[src/sv/btpc_ram.sv]
// Generic single-write, single-read synchronous RAM with a registered read.
module btpc_ram #(
    parameter int WIDTH = 8,
    parameter int DEPTH = 16
) (
    input  logic                     clk,
    input  logic                     we,
    input  logic [$clog2(DEPTH)-1:0] waddr,
    input  logic [WIDTH-1:0]         wdata,
    input  logic                     re,
    input  logic [$clog2(DEPTH)-1:0] raddr,
    output logic [WIDTH-1:0]         rdata
);

    logic [WIDTH-1:0] mem [DEPTH];

    always_ff @(posedge clk)
    begin
        if (we)
        begin
            mem[waddr] <= wdata;
        end
        if (re)
        begin
            rdata <= mem[raddr];
        end
    end

endmodule

[config.mk]
export PLATFORM = sky130hd
export DESIGN_NAME = btpc_ram
export DESIGN_NICKNAME = d
export VERILOG_FILES = /design/src/sv/btpc_ram.sv
export SDC_FILE = /design/constraint.sdc
export NUM_CORES = 1
export LEC_CHECK = 0
export ABC_AREA = 0
export BUFFER_PORTS_ARGS = -buffer_cell sky130_fd_sc_hd__clkbuf_2
export CAP_MARGIN = 0
export CORE_MARGIN = 4
export CORE_UTILIZATION = 35
export CTS_BUF_LIST = sky130_fd_sc_hd__clkbuf_4
export DETAILED_ROUTE_END_ITERATION = 12
export PLACE_DENSITY = 0.53
export SLEW_MARGIN = 10
export SYNTH_ARGS = -nofsm -noshare
export SYNTH_HDL_FRONTEND = slang
export SYNTH_SLANG_ARGS = --single-unit
[constraint.sdc]
create_clock -name clk -period 4.01 [get_ports clk]
set_input_delay 0.802 -clock clk [delete_from_list [all_inputs] [get_ports clk]]
set_output_delay 0.802 -clock clk [all_outputs]
set_load 0.03 [all_outputs]
* Word-level counts from Yosys, hierarchy flattened
Memory sizes are Yosys's and may differ from the RTL's. A register that Yosys moved wholly into a read port is not among the register bits.
Index checks and enable logic that the tools add are counted.
** Word-level totals
- Logic and storage cells :: 3
- RAM bits :: 128
- Memories kept :: 1
- Flip-flop bits (word level) :: 0
- ROM bits :: 0
- Input port bits :: 19
- Bits in latches :: 0
** Cells by class
- Reductions and logical operators :: 0
- Shifts and indexed selects :: 0
- $add $sub $neg :: 0
- Bitwise operators :: 0
- Order comparisons :: 0
- Multiplexer cells :: 2
- Multiply operators :: 0
- Div/mod/pow operators :: 0
- Equality and inequality tests :: 0
** Memory list
- mem :: words 16, bits a word 8, read ports 1, clocked after Yosys merged registers in 1, write ports 1, line 15 : logic [WIDTH-1:0] mem [DEPTH];
** Operators by type and width (number)
- $mux W1 :: 2

* Depth between registers and ports, before layout
- Depth after elaboration :: 2
- Depth in mapped cells :: 5
- Depth with buffers taken out :: 3

* Worst setup path after synthesis
OpenSTA, ideal clock, no wires.
- Path kind :: input to register
- From :: input waddr[2]
- To :: memory mem[0][0], enable pin
- Data required time :: 3627 ps
- Arrival :: 1912 ps
- Path slack :: 1715 ps
- Stages on the path :: 2
- Cell sequence :: or3b_2 > nor3_1
** RTL lines
- start, declared :: line 8 : input logic [$clog2(DEPTH)-1:0] waddr,
- end, declared :: line 15
No word-level cell before the write port.

==> qor.yml <==
sta:
  setup_viol: 0
  min_period_over_period_pct: 51.6
  finalHoldViolCount: 0
  fin_skew_ps: 8.91
  timing.hold.ws_ps: 710
  fmax_mhz: 483
  rsz0062_at_grt: "false"
  finalWorstSetupSlack_ps: 1940
  layout_min_cycle_time_ps: 2070
  slew_violations: 0
  relSlewSlack_pct: 35.1
  tns_ps: 0
  worstMarginPinSlew_ps: 970
routing:
  vias_per_cell: 5.12
  ant_nets: 0
  first_pass_iters: 4
  vias: 2380
  avgRoutedWirePerCell_microns: 22.9
  drc_errors: 0
  wl_microns: 10600
  drtIter0Drc: 212
die:
  core_area_sq_um: 14600
  rows: 44
  die_w_microns: 130
  ios: 27
  die_h_microns: 130
  dieArea_sq_um: 17000
  initial_core_util_pct: 35.8
logic_synthesis:
  ys.warnings.count: 0
  synth_area_leaders: "edfxtp_1, mux4_2, mux4_1"
  ys.flop_type: "edfxtp_1"
  syn_nets: 248
  synth.most_common_cell: "edfxtp_1"
  yosysTopAreaCell: "edfxtp_1"
  synth_edf_count: 136
  ys_ff_latch: 136
  synth_cells: 229
  async_flop_share_pct: 0
  avgSynthCellArea_sq_um: 22.8
  syn_area_sq_um: 5230
  netlist.area_leader.share_pct: 78.1
  seq_area_frac_synth_pct: 78.1
  yosys-top-cells-count: "edfxtp_1, mux4_2, a22oi_1"
  yosysUniqueCellTypes: 18
setup_path:
  worstPathCellList: "clkbuf_2 > mux4_2 > a22oi_1 > nand2_1"
  cp_max_fo: 32
  critPathCaptureType: "flop"
  critPathArrivalTime_ps: 2320
  max_stage_delay_ps: 710
  slowest_stage: "clkbuf_2"
  startpoint_type: "primary input"
  reg2reg_setup_slack_ps: 2510
  cp_num_buf_inv: 1
  cp_top_family: "buffers and inverters"
  cp_data_required_time_ps: 4260
  crit_type: "primary input to flop"
cts:
  cts_buffers: 17
  cts.path.max_buffers: 2
  clock_sinks: 136
  cts_setup_buffers: 0
  ctsHoldBuffers: 0
  cts_tree: "yes"
  clk-insertion-delay-late_ps: 500
  htree_levels: 4
  root_buffer: "clkbuf_4"
  cts.repair.resized: 0
  clk_pin_slew_ps: 100
global_routing:
  grt_max_degree: 33
  antenna_found_initial: 0
  grt_usage_pct: 13.8
  grt_pass1_wl_microns: 16300
  grt_overflow: 0
  grt_pass1_vias: 2545
layout:
  final_nets: 288
  final.fill_count: 1302
  areaGrowthSynthToFinish_pct: 10.1
  drive_gt1_share_pct: 26.7
  diodes: 0
  final_area_sq_um: 5760
placed_design:
  placed_cell_area_sq_um: 5550
  dp_hpwl_microns: 6830
  portBuffers: 26
  dp_worst_setup_slack_ps: 1350
  routabilityCongestion: 0.685
pwr:
  p_per_area_nw_per_um2: 429
  vdd_drop_max_mv: 0.307
  power.leakage_nw: 1.87
  finalPower_mw: 2.47
status:
  status: "complete, no violations"
min_path:
  hold_path.class: "primary input to flop"
job:
  maxCapViolCount: 0
## final cells by class
class	count	area, sq um	share of cell area [%]
flip-flops and latches	136	4080	70.9
multi-input cells	83	1060	18.4
well taps	184	230	4.00
repair buffers	31	180	3.13
clock buffers	23	173	3.00
clock inverters	8	32.5	0.565
## power breakdown
group	switching, mW	total [mW]	internal, mW
Clock	0.437	0.706	0.269
Sequential	0.00916	1.61	1.60
Combinational	0.0982	0.156	0.0579
Total	0.544	2.47	1.93
## cell usage in the layout, fill, tap and decap left out, drive strengths merged
cell and n:
edfxtp 136, clkbuf 49, mux4 32, a22oi 16
nor2 13, nand2 9, clkinv 8, buf 5
nor3 4, nand3b 2, nand2b 2, nor2b 1
and2 1, and2b 1, nand3 1, or3b 1
## sequential cells by signal (all words and copies together), names as in the netlist
register,count
rdata,8
mem,128
## final timing paths
path | cells past startpoint | endpoint | start
max | 4 | rdata[6] | raddr[1]
min | 1 | rdata[4] | re
max reg2reg | 3 | rdata[3] | mem[5][3]
min reg2reg | 3 | rdata[1] | mem[4][1]
## stage by stage
step           util [%]  instances
2_1_floorplan         -        229
3_3_place_gp       38.1        434
3_5_place_dp       38.1        434
4_1_cts            39.5        465
5_1_grt            39.5        465
6_report           39.5        465
## routing by layer
metal / track usage (%) / vias to the layer above / routed length, microns
li1: - / 1063 / -
met1: 19.7 / 1249 / 5080
met2: 20.2 / 61 / 4970
met3: 4.13 / 7 / 504
met4: 4.58 / 0 / 84
met5: 0 / - / 0
## cells by family after synthesis
logic type	share of synthesized area, %
muxes	14.8
DFF	78.1
buffers and inverters	1.65
and+or+nand+nor	3.14
AOI/OAI and AO/OA	2.30
Power figures use the tool's default switching activity.
